$ cat config.mk
export PLATFORM = sky130hd
export DESIGN_NAME = c3zp_mac
export DESIGN_NICKNAME = d
export VERILOG_FILES = /design/src/rtl/c3zp_pkg.sv /design/src/rtl/c3zp_mac.sv
export SDC_FILE = /design/constraint.sdc
export NUM_CORES = 2
export LEC_CHECK = 0
export BUFFER_PORTS_ARGS = -buffer_cell sky130_fd_sc_hd__buf_2
export CELL_PAD_IN_SITES_DETAIL_PLACEMENT = 0
export CELL_PAD_IN_SITES_GLOBAL_PLACEMENT = 2
export CORE_MARGIN = 2
export CORE_UTILIZATION = 30
export DETAILED_ROUTE_END_ITERATION = 8
export PLACE_DENSITY_LB_ADDON = 0.25
export SETUP_SLACK_MARGIN = 0.5
export SLEW_MARGIN = 20
export SYNTH_ARGS = -nofsm -noshare
export SYNTH_HDL_FRONTEND = slang
export SYNTH_SLANG_ARGS = --single-unit
$ cat constraint.sdc
create_clock -name clk -period 7.1 [get_ports clk]
set_input_delay 1.42 -clock clk [delete_from_list [all_inputs] [get_ports clk]]
set_output_delay 1.42 -clock clk [all_outputs]
set_load 0.01 [all_outputs]
$ cat src/rtl/c3zp_pkg.sv
// shared widths, codes, reset values and structs of the 3x3 convolution core
// no dependencies; used by every rtl module of the block
package c3zp_pkg;

	localparam int PIX_W      = 16;
	localparam int COEF_W     = 8;
	localparam int PROD_W     = 24;
	localparam int SUM_W      = 27;
	localparam int NUM_TAPS   = 9;
	localparam int FW_W       = 11;
	localparam int FH_W       = 13;
	localparam int CFG_IDX_W  = 3;
	localparam int CFG_DATA_W = 24;

	typedef enum logic [CFG_IDX_W-1:0] {
		REG_FRAME_WIDTH   = 3'd0,
		REG_FRAME_HEIGHT  = 3'd1,
		REG_KERNEL_TOP    = 3'd2,
		REG_KERNEL_MID    = 3'd3,
		REG_KERNEL_BOTTOM = 3'd4
	} cfg_reg_t;

	localparam logic [FW_W-1:0]       FRAME_WIDTH_RST  = 11'd3;
	localparam logic [FH_W-1:0]       FRAME_HEIGHT_RST = 13'd3;
	localparam logic [CFG_DATA_W-1:0] KERN_TOP_RST     = 24'hFF0001;
	localparam logic [CFG_DATA_W-1:0] KERN_MID_RST     = 24'hFE0002;
	localparam logic [CFG_DATA_W-1:0] KERN_BOTTOM_RST  = 24'hFF0001;

	// position of one pixel inside the frame, worked out when it enters
	typedef struct packed {
		logic r_is0;
		logic r_is1;
		logic r_ge_h;
		logic last_row;
		logic c_is0;
		logic c_is1;
		logic c_ge_w;
		logic row_end;
	} pix_flags_t;

	// one column entry of the two line stores
	typedef struct packed {
		logic [PIX_W-1:0] older;
		logic [PIX_W-1:0] newer;
	} line_word_t;

	// masked window taps for one result, tap index = row * 3 + column
	typedef struct packed {
		logic [NUM_TAPS-1:0][PIX_W-1:0] tap;
		logic                           frame_end;
	} mac_op_t;

endpackage

$ cat src/rtl/c3zp_mac.sv
// nine tap products, registered, then their sum in the output register
// depends on c3zp_pkg
module c3zp_mac (
	input  logic                                      clk,
	input  logic                                      arst_n,
	input  logic                                      op_valid,
	output logic                                      op_ready,
	input  c3zp_pkg::mac_op_t                         op,
	input  logic [2:0][c3zp_pkg::CFG_DATA_W-1:0]      kern,
	output logic                                      result_valid,
	input  logic                                      result_ready,
	output logic signed [c3zp_pkg::SUM_W-1:0]         filtered,
	output logic                                      frame_end
);
	import c3zp_pkg::*;

	logic signed [PROD_W-1:0] a_ext [NUM_TAPS];
	logic signed [PROD_W-1:0] b_ext [NUM_TAPS];
	logic signed [PROD_W-1:0] prod_c [NUM_TAPS];
	logic signed [PROD_W-1:0] prod_s1 [NUM_TAPS];
	logic signed [SUM_W-1:0]  sum_c;
	logic signed [SUM_W-1:0]  filtered_s2;
	logic                     fe_s1;
	logic                     fe_s2;
	logic                     pv_s1;
	logic                     ov_s2;
	logic                     out_adv;

	assign out_adv  = !ov_s2 || result_ready;
	assign op_ready = !pv_s1 || out_adv;

	always_comb begin
		for (int dr = 0; dr < 3; dr++) begin
			for (int dc = 0; dc < 3; dc++) begin
				a_ext[dr * 3 + dc]  = PROD_W'($signed(op.tap[dr * 3 + dc]));
				b_ext[dr * 3 + dc]  = PROD_W'($signed(kern[dr][dc * COEF_W +: COEF_W]));
				prod_c[dr * 3 + dc] = a_ext[dr * 3 + dc] * b_ext[dr * 3 + dc];
			end
		end
	end

	always_comb begin
		sum_c = '0;
		for (int k = 0; k < NUM_TAPS; k++) begin
			sum_c = sum_c + SUM_W'(prod_s1[k]);
		end
	end

	always_ff @(posedge clk) begin
		if (op_valid && op_ready) begin
			prod_s1 <= prod_c;
			fe_s1   <= op.frame_end;
		end
		if (pv_s1 && out_adv) begin
			filtered_s2 <= sum_c;
			fe_s2       <= fe_s1;
		end
	end

	always_ff @(posedge clk or negedge arst_n) begin
		if (!arst_n) begin
			pv_s1 <= 1'b0;
			ov_s2 <= 1'b0;
		end else begin
			if (op_ready) begin
				pv_s1 <= op_valid;
			end
			if (out_adv) begin
				ov_s2 <= pv_s1;
			end
		end
	end

	assign result_valid = ov_s2;
	assign filtered     = filtered_s2;
	assign frame_end    = fe_s2;

endmodule

* Yosys cells after proc, flatten, opt, wreduce, memory -nomap -nowiden *
Index checks and enable logic that the tools add are counted.

storage, ports and cells
  input bits = 221
  output and inout bits = 30
  word-level logic and storage cells = 37
  bits in registers = 247

operators by class
  reduce and logical (&&, ||, !) cells = 6
  $add $sub $neg = 8
  multiply operators = 9

operators by type and width
  kind                         count
  multiplier 16 x 8 -> 24 bit  9
  adder 27 x 24 -> 27 bit      5
  adder 26 x 24 -> 27 bit      1
  adder 25 x 24 -> 26 bit      1
  adder 24 x 24 -> 25 bit      1
  logical AND 1 bit            2
  zero test 1 bit              2
  logical OR 1 bit             2

* Logic depth before layout (Yosys ltp) *
  depth after elaboration = 8
  depth in mapped cells = 19
  mapped depth without buffers = 18

* Worst setup path before layout *
Ideal clock, no wire load.

  path type = input-to-reg
  start = in result_ready
  end = reg fe_s1, enable pin
  data arrival time = 6583 ps
  setup slack = -88 ps
  cell stages on the path = 2
  setup time = 605 ps
  path buffers = 0
  required time = 6495 ps
  path through = nand3b_1 -> and2_1

on the way
  word-level cells in the longest chain between the ends = 3

ends and longest elaborated chain
  item                  RTL line        text
  from (decl)           c3zp_mac.sv:11  input logic result_ready,
  logical OR 1 bit      c3zp_mac.sv:29  assign out_adv = !ov_s2 || result_ready;
  logical OR 1 bit      c3zp_mac.sv:30  assign op_ready = !pv_s1 || out_adv;
  logical AND 1 bit     c3zp_mac.sv:50  if (op_valid && op_ready) begin
  to (signal assigned)  c3zp_mac.sv:52  fe_s1 <= op.frame_end;
  to (decl)             c3zp_mac.sv:23  logic fe_s1;

Every way passes these cells.
A chain may end at the register's enable or synchronous reset.

==> summary.md <==
| Metric | Value |
|---|---|
| Outcome | `completed` |
| Share of synthesized area spent on multiplexers | `0.000212` |
| Horizontal die dimension | `424 microns` |
| Final routed wire length divided by cell count | `18.2 microns` |
| Complex-gate fraction of the synthesized area | `0.0535` |
| Critical path data required time | `around 7.4 ns` |
| Setup Viol. Count Final | `0` |
| Worst relative slew slack | `0.241` |
| Proportion of netlist area held by the largest area contributor | `0.414` |
| Cell-by-cell listing of the critical path | `buf_2 -> nand2_1 -> fa_1 -> fa_1 -> inv_1 -> fa_1 -> inv_1 -> fa_1 -> inv_1 -> ha_1 -> a21o_1 -> a21oi_1 -> a31oi_1 -> o21ai_0 -> o21ai_0 -> or2_2 -> a221o_1 -> xnor2_1` |
| M1 WL | `between 60,000 and 70,000 microns` |
| Deepest level of the CTS H-tree | `2` |
| Routed wire length on met2 | `just over 70,000 microns` |
| Total CTS buffers | `35` |
| Max-slew violation count | `0` |
| Buffer count from post-CTS setup fixing | `0` |
| Clock skew after layout | `about 0.025 ns` |
| TritonCTS clock tree | `done` |
| Largest net degree at the start of global routing | `155` |
| Fillers | `18,400` |
| Most prevalent standard cell on the critical path | `fa_1` |
| Cell chosen for the clock root | `clkbuf_16` |
| Remaining global-route overflow | `0` |
| Post-synthesis cell count | `5,363` |
| Worst Path Class, Setup | `primary input to register` |
| Dominant combinational cell family by area after synthesis | `adder cells` |
| Leading area contributor after synthesis | `fa_1` |
| Storage element area | `0.00741 sq mm` |
| Total die area | `about 0.18 sq mm` |
| Maximum net fanout on the critical path | `16` |
| Layout cell share with drive strength beyond 1 | `0.0613` |
| Iteration-0 DRC Markers | `1,431` |
| Tightest Hold Check Type | `register to register` |
| Multi-input logic area | `0.0400 sq mm` |
| Number of iterations in the first detailed-routing pass | `5` |
| Initial antenna violation count | `9` |
| Period utilization | `0.827` |
| Share of synthesized cell area in full adder, half adder and majority cells | `0.516` |
| Global Route Usage Sum | `0.166` |
| Routability congestion estimate from global placement | `0.798` |
| Fraction of synthesized cell area in xor and xnor cells | `0.0383` |
| Net count after synthesis | `7,113` |
| Area growth, synth to finish | `9.83%` |
| Clock Pin Slew Worst Setup and Hold Paths | `about 0.060 ns` |
| Port buffer count | `250` |
| Number of placed instances, taps included | `7,892` |
| Number of placed I/O pins | `approximately 250` |
| EDFF count, synth | `245` |
| Fraction of registers with async set or reset after synthesis | `0.00810` |
| Clock net sink count | `roughly 250` |
| Maximum achievable frequency | `0.170 GHz` |
| Actual slew at the worst max-slew pin | `1.14 ns` |
| Area fraction in and, or, nand and nor cells after synthesis | `0.146` |
| Netlist cell types | `65` |
| Final Hold Violating Endpoints | `0` |
| HPWL reported at the end of detailed placement | `124,000 microns` |
| Clk buf depth | `3` |
| Std cell rows | `154` |
| Clock latency of the later-clocked register in the worst-skew pair | `0.56 ns` |
| Worst Hold Margin | `0.452 ns` |
| Number of maximum-capacitance violations | `0` |
| Number of buffers inserted by hold repair at cts | `0` |
| Unrepaired setup endpoints after global routing | `false` |
| Cell types occupying the most area after synthesis | `fa_1, edfxtp_1, ha_1` |
| Top routing layer in use | `met5` |
| Detailed Route WL | `between 100,000 and 150,000 microns` |
| Worst path bufs/invs | `4` |
| Syn Std Cell Area | `0.0530 sq mm` |
| Post-detailed-route count of antenna-violating nets | `0` |
| Sequential element share of the synthesized area | `0.140` |
| Minimum clock period | `5.87 ns` |
| Critical-path top delay cell | `fa_1` |
| DRC viols | `0` |
| Standard cell core area | `0.176 sq mm` |
| Top flip-flop cell by instance count after synthesis | `edfxtp_1` |
| Peak per-stage delay on the critical path | `between 0.5 and 0.6 ns` |
| Number of non-filler instances in the completed layout | `7,959` |
| Largest delay contributor family on the critical path | `adder cells` |
| Setup TNS after final layout | `0 ns` |
| Total of cells resized after clock tree synthesis | `0` |
| Startpoint class of the critical path | `primary input` |
| Final Util | `0.331` |
| Number of vias after detailed routing | `34,900` |
| Final nets | `7,339` |
| Mapped Avg Cell Area | `about 9.9 sq um` |
| Die height | `424 microns` |
| Number of synthesized register bits | `247` |
| Sort of element at the end of the critical path | `register` |
| Starting density of the core | `0.301` |
| Yosys Warn Count | `0` |
| Worst endpoint data arrival time | `between 6 and 7 ns` |
| Met3 wire len | `3760 microns` |
| First-pass GRT wire length | `about 230,000 microns` |
| Number of global-route vias before repair | `38,500` |
| Post-detailed-route via-to-cell ratio | `4.38` |
-- per-layer routing --
metal / track usage / up-vias
met5: 0 / -
met4: 0.0416 / 2
met3: 0.0134 / 129
met2: 0.289 / 433
met1: 0.223 / 17800
li1: - / 16500
-- logic make-up after synthesis --
family	count (synthesis)
multiplexers	1
AO/OA/AOI/OAI	434
adder cells (fa/ha/maj)	1529
XOR/XNOR	232
flip-flops	247
AND/OR/NAND/NOR	1427
buffers and inverters	1493
-- sequential cells by signal, summed over array words and instances (netlist names) --
| register | flops |
|---|---|
| fe_s1 | 1 |
| filtered | 27 |
| frame_end | 1 |
| prod_s1 | 216 |
| pv_s1 | 1 |
| result_valid | 1 |
-- stage by stage --
step	cell area (sq um)	worst slack, ns
after floorplan	53000	1.11
after global placement	57000	0.612
after detailed placement	57000	0.623
after CTS	58200	1.21
after global routing	58200	0.943
final	58200	1.23
-- placed cells by master (no fill, tap or decap), types with 5 or more instances in the layout --
master / n
inv_1: 1420
fa_1: 1097
and2_1: 792
ha_1: 432
nand2_1: 261
buf_2: 250
edfxtp_1: 245
nor2_1: 201
xnor2_1: 183
a21oi_1: 128
o21ai_0: 77
a21o_1: 59
xor2_1: 49
nand2b_1: 47
nor2b_1: 39
o21a_1: 38
clkbuf_16: 36
o21bai_1: 23
nor3_1: 19
a211oi_1: 16
nand3_1: 16
o211ai_1: 13
a21boi_0: 13
buf_4: 11
and3_1: 10
nand4_1: 10
clkinv_1: 9
or3_1: 8
or2_2: 8
o31ai_1: 7
a31oi_1: 5
a221oi_1: 5
inv_6: 5
bufinv_16: 5
-- cells in the mapped netlist, drive strengths merged, types with 13 or more instances --
master	number
nand3	16
o21ai	79
nor3	19
a21o	61
nor2b	39
xor2	49
fa	1097
xnor2	183
a21oi	129
a211oi	16
and2	794
o21a	38
nand2b	47
nand2	261
o211ai	13
nor2	201
inv	1420
ha	432
o21bai	23
a21boi	13
clkbuf	65
edfxtp	245
-- final timing paths --
| check | from | end | slack, ns | cells past startpoint |
|---|---|---|---|---|
| max reg2reg | prod_s1[26] | filtered[24] | 1.63 | 18 |
| max in group asynchronous | arst_n | result_valid | 6.37 | 1 |
| min in group asynchronous | arst_n | pv_s1 | 0.64 | 1 |
| min | fe_s1 | frame_end | 0.45 | 0 |
| max | kern[50] | prod_s1[71] | 1.23 | 18 |
| min reg2reg | fe_s1 | frame_end | 0.45 | 0 |
-- worst register-to-register path: cells and delay by family, from the launching register on --
| kind | cells | cell delay (ns) |
|---|---|---|
| buffers and inverters | 4 | 0.35 |
| AOI/OAI and AO/OA | 6 | 1.33 |
| and+or+nand+nor | 1 | 0.43 |
| DFF | 1 | 0.45 |
| xor gates and xnor gates | 1 | 0.07 |
| adders and majority gates | 6 | 2.59 |
-- layout make-up --
cell class / count / area share
Clock buffer: 37 / 0.0155
Clock inverter: 27 / 0.00496
Multi-Input combinational cell: 3623 / 0.687
Timing Repair Buffer: 262 / 0.0233
Antenna cell: 3 / 0.000129
Sequential cell: 247 / 0.127
Inverter: 1420 / 0.0916
Tap cell: 2340 / 0.0503
Power is not shown: default switching activity piles up to over one toggle a cycle in this logic, so the estimate is an artifact.
