## config.mk

```make
export PLATFORM = sky130hd
export DESIGN_NAME = c3zp_window
export DESIGN_NICKNAME = d
export VERILOG_FILES = /design/src/rtl/c3zp_pkg.sv /design/src/rtl/c3zp_window.sv
export SDC_FILE = /design/constraint.sdc
export NUM_CORES = 1
export LEC_CHECK = 0
export BUFFER_PORTS_ARGS = -buffer_cell sky130_fd_sc_hd__buf_2
export CAP_MARGIN = 25
export CORE_MARGIN = 3
export CORE_UTILIZATION = 55
export DETAILED_ROUTE_END_ITERATION = 12
export PLACE_DENSITY = 0.81
export SKIP_CTS_REPAIR_TIMING = 1
export SYNTH_ARGS = -nofsm -noshare
export SYNTH_HDL_FRONTEND = slang
export SYNTH_SLANG_ARGS = --single-unit
```

## constraint.sdc

```tcl
create_clock -name clk -period 2.7 [get_ports clk]
set_input_delay 0 -clock clk [delete_from_list [all_inputs] [get_ports clk]]
set_output_delay 0 -clock clk [all_outputs]
set_load 0.005 [all_outputs]
```

## src/rtl/c3zp_pkg.sv

```systemverilog
// shared widths, codes, reset values and structs of the 3x3 convolution core
// no dependencies; used by every rtl module of the block
package c3zp_pkg;

	localparam int PIX_W      = 16;
	localparam int COEF_W     = 8;
	localparam int PROD_W     = 24;
	localparam int SUM_W      = 27;
	localparam int NUM_TAPS   = 9;
	localparam int FW_W       = 11;
	localparam int FH_W       = 13;
	localparam int CFG_IDX_W  = 3;
	localparam int CFG_DATA_W = 24;

	typedef enum logic [CFG_IDX_W-1:0] {
		REG_FRAME_WIDTH   = 3'd0,
		REG_FRAME_HEIGHT  = 3'd1,
		REG_KERNEL_TOP    = 3'd2,
		REG_KERNEL_MID    = 3'd3,
		REG_KERNEL_BOTTOM = 3'd4
	} cfg_reg_t;

	localparam logic [FW_W-1:0]       FRAME_WIDTH_RST  = 11'd3;
	localparam logic [FH_W-1:0]       FRAME_HEIGHT_RST = 13'd3;
	localparam logic [CFG_DATA_W-1:0] KERN_TOP_RST     = 24'hFF0001;
	localparam logic [CFG_DATA_W-1:0] KERN_MID_RST     = 24'hFE0002;
	localparam logic [CFG_DATA_W-1:0] KERN_BOTTOM_RST  = 24'hFF0001;

	// position of one pixel inside the frame, worked out when it enters
	typedef struct packed {
		logic r_is0;
		logic r_is1;
		logic r_ge_h;
		logic last_row;
		logic c_is0;
		logic c_is1;
		logic c_ge_w;
		logic row_end;
	} pix_flags_t;

	// one column entry of the two line stores
	typedef struct packed {
		logic [PIX_W-1:0] older;
		logic [PIX_W-1:0] newer;
	} line_word_t;

	// masked window taps for one result, tap index = row * 3 + column
	typedef struct packed {
		logic [NUM_TAPS-1:0][PIX_W-1:0] tap;
		logic                           frame_end;
	} mac_op_t;

endpackage

```

## src/rtl/c3zp_window.sv

```systemverilog
// 3x3 window registers and result sequencer, one result issued per cycle while op_ready is high
// depends on c3zp_pkg
module c3zp_window (
	input  logic                       clk,
	input  logic                       arst_n,
	input  logic                       px_valid,
	output logic                       px_ready,
	input  logic [c3zp_pkg::PIX_W-1:0] px,
	input  c3zp_pkg::line_word_t       col,
	input  c3zp_pkg::pix_flags_t       flags,
	output logic                       op_valid,
	input  logic                       op_ready,
	output c3zp_pkg::mac_op_t          op
);
	import c3zp_pkg::*;

	typedef enum logic [1:0] {
		RES_UL = 2'd0,
		RES_UR = 2'd1,
		RES_LL = 2'd2,
		RES_LR = 2'd3
	} res_sel_t;

	logic [2:0][2:0][PIX_W-1:0] win_q;
	logic [2:0][2:0][PIX_W-1:0] cs;
	logic [2:0][2:0][PIX_W-1:0] rs;
	pix_flags_t                 flags_q;
	logic [3:0]                 pend_q;
	logic [3:0]                 pend_new;
	logic [3:0]                 pend_after;
	logic [3:0]                 issue_mask;
	logic [2:0]                 row_keep;
	logic [2:0]                 col_keep;
	res_sel_t                   sel;
	logic                       sel_i;
	logic                       sel_j;
	logic                       issue;
	logic                       load;

	// lowest pending result first: upper-left, upper-right, lower-left, lower-right
	always_comb begin
		if (pend_q[0]) begin
			sel = RES_UL;
		end else if (pend_q[1]) begin
			sel = RES_UR;
		end else if (pend_q[2]) begin
			sel = RES_LL;
		end else begin
			sel = RES_LR;
		end
	end

	assign sel_i      = sel[1];
	assign sel_j      = sel[0];
	assign op_valid   = (pend_q != 4'd0);
	assign issue      = op_valid && op_ready;
	assign issue_mask = issue ? (4'b0001 << sel) : 4'b0000;
	assign pend_after = pend_q & ~issue_mask;
	assign px_ready   = (pend_after == 4'd0);
	assign load       = px_valid && px_ready;

	assign pend_new = {flags.last_row & flags.row_end,
		flags.last_row & ~flags.c_is0,
		~flags.r_is0 & flags.row_end,
		~flags.r_is0 & ~flags.c_is0};

	always_ff @(posedge clk or negedge arst_n) begin
		if (!arst_n) begin
			win_q   <= '0;
			flags_q <= '0;
			pend_q  <= 4'd0;
		end else if (load) begin
			for (int r = 0; r < 3; r++) begin
				win_q[r][0] <= win_q[r][1];
				win_q[r][1] <= win_q[r][2];
			end
			win_q[0][2] <= col.older;
			win_q[1][2] <= col.newer;
			win_q[2][2] <= px;
			flags_q     <= flags;
			pend_q      <= pend_new;
		end else begin
			pend_q <= pend_after;
		end
	end

	// padding: drop taps that fall outside the frame for the selected result
	always_comb begin
		row_keep[0] = sel_i ? ~flags_q.r_is0 : ~flags_q.r_is1;
		row_keep[1] = 1'b1;
		row_keep[2] = sel_i ? 1'b0 : ~flags_q.r_ge_h;
		col_keep[0] = sel_j ? ~flags_q.c_is0 : ~flags_q.c_is1;
		col_keep[1] = 1'b1;
		col_keep[2] = sel_j ? 1'b0 : ~flags_q.c_ge_w;
	end

	// align the window so that tap (1,1) is the selected centre
	always_comb begin
		for (int r = 0; r < 3; r++) begin
			cs[r][0] = sel_j ? win_q[r][1] : win_q[r][0];
			cs[r][1] = sel_j ? win_q[r][2] : win_q[r][1];
			cs[r][2] = sel_j ? '0 : win_q[r][2];
		end
		rs[0] = sel_i ? cs[1] : cs[0];
		rs[1] = sel_i ? cs[2] : cs[1];
		rs[2] = sel_i ? '0 : cs[2];
		for (int dr = 0; dr < 3; dr++) begin
			for (int dc = 0; dc < 3; dc++) begin
				op.tap[dr * 3 + dc] = (row_keep[dr] && col_keep[dc]) ? rs[dr][dc] : '0;
			end
		end
		op.frame_end = (sel == RES_LR);
	end

endmodule

```

# Word level (Yosys, flattened, before mapping)
# Index checks and enable logic that the tools add are counted.
# Widths: inputs -> output; s select.
[word_totals]
register_bits = 154
wordCells = 69
in_bits = 60
out_inout_bits = 147
[op_classes]
n_mux = 29
reduce_logical = 8
bitwise = 14
shifts = 1
n_eq_ne = 1
[op_table]
columns = ["cell", "count"]
rows = [
  ["$mux 16", 17],
  ["$mux 48", 3],
  ["$mux 4", 2],
  ["$not 1->1", 8],
  ["$logic_and 1x1->1", 6],
  ["$mux 1", 5],
  ["$and 1x1->1", 4],
  ["$and 4x4->4", 1],
  ["$logic_not 4->1", 1],
  ["$mux 2", 2],
  ["$not 4->4", 1],
  ["$reduce_bool 4->1", 1],
  ["$shl 1x2->4 const A", 1],
  ["$eq 2x2->1 const B", 1],
]

# Depth between registers and ports, before layout
[logic_depth]
word_depth = 10
ltp_mapped = 8
ltp_nobuf = 4

# Worst setup path after synthesis
# No wires, ideal clock.
[synth_timing]
path_type = "reg2reg"
startpoint = "register pend_q[1]"
endpoint = "register win_q[100] (netlist bit)"
path_slack_ps = 842
n_path_buf = 4
arrival_ps = 1733
synth_period_minus_slack_ps = 1858
required_ps = 2575
setup_ps = 125
stages_incl_launch_ff = 9
cell_sequence = "dfrtp_1 buf_4 nor2_1 a211oi_1 a211oi_2 buf_6 buf_12 buf_12 mux2_4"
[synth_between]
elab_chain_len = 8
word_cells_on_any_way = 10
classes_between = "shift: 1; mux: 3; bitwise: 2; reduce/logical: 4"
[synth_lines]
columns = ["item", "line", "rtl"]
rows = [
  ["start, declared", "c3zp_window.sv:28", "logic [3:0] pend_q;"],
  ["start signal, assigned", "c3zp_window.sv:81", "pend_q <= pend_new;"],
  ["start signal, assigned", "c3zp_window.sv:83", "pend_q <= pend_after;"],
  ["$mux 2", "c3zp_window.sv:44", "end else if (pend_q[1]) begin"],
  ["$mux 2", "c3zp_window.sv:42", "if (pend_q[0]) begin"],
  ["$shl 1x2->4", "c3zp_window.sv:57", "assign issue_mask = issue ? (4'b0001 << sel) : 4'b0000;"],
  ["$mux 4", "c3zp_window.sv:57", ""],
  ["$not 4->4", "c3zp_window.sv:58", "assign pend_after = pend_q & ~issue_mask;"],
  ["$and 4x4->4 (*)", "c3zp_window.sv:58", ""],
  ["$logic_not 4->1 (*)", "c3zp_window.sv:59", "assign px_ready = (pend_after == 4'd0);"],
  ["$logic_and 1x1->1 (*)", "c3zp_window.sv:60", "assign load = px_valid && px_ready;"],
  ["end signal, assigned by index", "c3zp_window.sv:74", "win_q[r][0] <= win_q[r][1];"],
  ["end signal, assigned by index", "c3zp_window.sv:75", "win_q[r][1] <= win_q[r][2];"],
  ["end, declared", "c3zp_window.sv:24", "logic [2:0][2:0][PIX_W-1:0] win_q;"],
]
# Every way passes the cells marked *; elsewhere a longest branch is shown, timed or not.
# A chain may end at the register's enable or synchronous reset.

==> results_dict.tcl <==
set metrics [dict create \
    grt_first_pass_wirelength_mm 40.59 \
    slew_headroom 0.4474 \
    drive_gt1_frac 0.3930 \
    final.setup.tns_ns 0 \
    grtUsageTotal 0.2901 \
    drt-wirelength-per-cell_um 20.80 \
    final_nets 1131 \
    synth_area_um2 9060 \
    ys_seq_area_frac 0.4254 \
    cp-end-kind "primary output" \
    fin_ws_ns 0.1440 \
    cp_data_required_time_ns 2.70 \
    synthDistinctLibCells 35 \
    synth_top_area_frac 0.4254 \
    syn-num-nets 886 \
    cts_tree "built" \
    ios 207 \
    diodes 0 \
    cp_max_fo 18 \
    ys_ff_latch 154 \
    cts_htree_levels 4 \
    cp.arrival_ns 2.56 \
    hp-class "in2async" \
    die_h_um 134.3 \
    period_minus_slack_ns 2.556 \
    p_switching_w 0.005409 \
    coreArea_um2 16000 \
    ant_nets 0 \
    hold_viol 0 \
    p_seq_frac 0.354 \
    max_freq_mhz 391.2 \
    drt-initial-drc-count 629 \
    ir_worst_vdd_mv 0.7437 \
    grt_max_degree 85 \
    synthTopCellsByArea "dfrtp_1 (43%), mux2i_1 (14%), mux2_2 (12%)" \
    swShare 0.3954 \
    post-dp-hpwl_mm 17.93 \
    r2r_cells 6 \
    cts-root-buf "clkbuf_16" \
    p_int_w 0.008271 \
    via_count 7596 \
    drv_slew 0 \
    synth_top_area_cell "dfrtp_1" \
    worstReg2RegEnd "pend_q[2]" \
    clockBufferDepth 2 \
    fin_crit_sh 0.9467 \
    path_clk_slew_ns 0.06 \
    gp_congestion 0.8873 \
    clockPowerShare 0.185 \
    drt-total-wl_mm 27.05 \
    worst_pin_slew_ns 0.8289 \
    p_leak_nw 5.543 \
    avgSynthCellArea_um2 10.97 \
    num_rows 46 \
    start_util 0.5662 \
    r2r_setup_slack_ns 0.33 \
    drt-pass1-iter-count 5 \
    status "finished clean" \
    fillCellCount 1183 \
    dieArea_um2 18050 \
    die_w_um 134.3 \
    skew_ns 0.005920 \
    path_class "reg2out" \
    overflow 0 \
    power.share.combinational 0.461 \
    viasPerCell 5.843 \
    yosysWarnings 0 \
    cts_buffers 17 \
    power.density_nw_per_um2 1192 \
    rsz0062_at_grt "no" \
    cp-start-kind "flop" \
    post-route-drc-count 0 \
    clk_latency_ns 0.43 \
    maxCapViolations 0 \
    dp_worst_setup_slack_ns 0.4268 \
    area_growth_pct 26.65 \
    reg2reg_from "pend_q[1]" \
    synthCells 826 \
    antenna_found_initial 0 \
    cts_sinks 154 \
    grt_pass1_vias 7267 \
    setup_viol 0 \
    portBuffers 206 \
]
cell usage after synthesis (all sizes together):
library cell,number
mux2,156
dfrtp,154
mux2i,124
nand2,89
nor2,87
o21ai,44
buf,39
clkbuf,26
a21oi,21
a22oi,20
and2,16
a211oi,13
o22ai,12
nand2b,7
a32o,3
inv,3
nor3,2
nor3b,2
clkinv,1
nand3,1
nand3b,1
nor2b,1
o21bai,1
o2bb2ai,1
or2,1
or3,1
layer usage:
layer	share of wire	up-vias	track usage
li1	-	3397	-
met1	0.39	3753	0.3777
met2	0.50	379	0.4782
met3	0.074	67	0.05776
met4	0.035	0	0.1165
met5	0	-	0
worst max-delay path, cell delays in order (launching register included):
cell and delay, ns:
dfrtp_2 0.51, nor2_1 0.23, mux2_2 0.55, nand3b_1 0.23, buf_4 0.22, nor2_1 0.23
buf_2 0.16
registers in the layout (all words and copies together) (netlist names):
name	count
win_q	144
flags_q	6
pend_q	4
power by group through the flow:
stage	sequential, W	clock [W]	combinational, W
final	0.00484	0.00253	0.00631
after global routing	0.00500	0.00266	0.00680
after CTS	0.00479	0.00255	0.00619
after detailed placement	0.00480	0	0.00615
after global placement	0.00475	0	0.00598
after floorplan	0.00427	0	0.00439
cell usage in the layout, fill, tap and decap left out, types with 17 or more instances in the layout:
cell | synthesis | final
o21ai_0 | 44 | 44
clkbuf_16 | 0 | 17
dfrtp_1 | 154 | 151
mux2_2 | 100 | 100
buf_2 | 14 | 205
nand2_1 | 88 | 88
buf_4 | 10 | 17
mux2_4 | 56 | 56
mux2i_1 | 124 | 124
nor2_1 | 87 | 87
a22oi_1 | 20 | 20
a21oi_1 | 21 | 21
dlygate4sd3_1 | 0 | 60
kinds of logic after synthesis:
| family | Yosys count | share of synthesized area |
|---|---|---|
| multiplexers | 280 | 0.3541 |
| AND/OR/NAND/NOR | 208 | 0.09585 |
| flip-flops | 154 | 0.4254 |
| AO/OA/AOI/OAI | 115 | 0.07720 |
| buffers and inverters | 69 | 0.04751 |
worst max path at each step:
stage | end | slack [ns] | from
global route | op[5] | 0.07 | pend_q[1]
CTS | op[66] | 0.08 | pend_q[0]
detailed placement | win_q[142] | 0.43 | pend_q[1]
finish | op[5] | 0.14 | pend_q[1]
global placement | win_q[26] | 0.51 | pend_q[1]
floorplan | win_q[100] | 0.84 | pend_q[1]
layout make-up:
type	instances	area, um^2	area share
multi-input combinational	603	4788	0.4173
sequential	154	3857	0.3362
timing repair buffer	291	1926	0.1678
clock buffer	19	442.9	0.03860
tap	216	270.3	0.02355
clock inverter	13	175.2	0.01527
inverter	4	15.01	0.001308
stage by stage:
stage	power (W)	util	hold slack (ns)	cells	area, um^2
after floorplan	0.008666	-	-0.2956	826	9060
after global placement	0.01073	0.6407	0.1143	1208	10250
after detailed placement	0.01095	0.6407	0.1238	1208	10250
after CTS	0.01353	0.6793	-0.3392	1240	10870
after global routing	0.01446	0.7172	0.2648	1300	11470
final	0.01368	0.7172	0.1810	1300	11470
(Power assumes the default switching activity.)
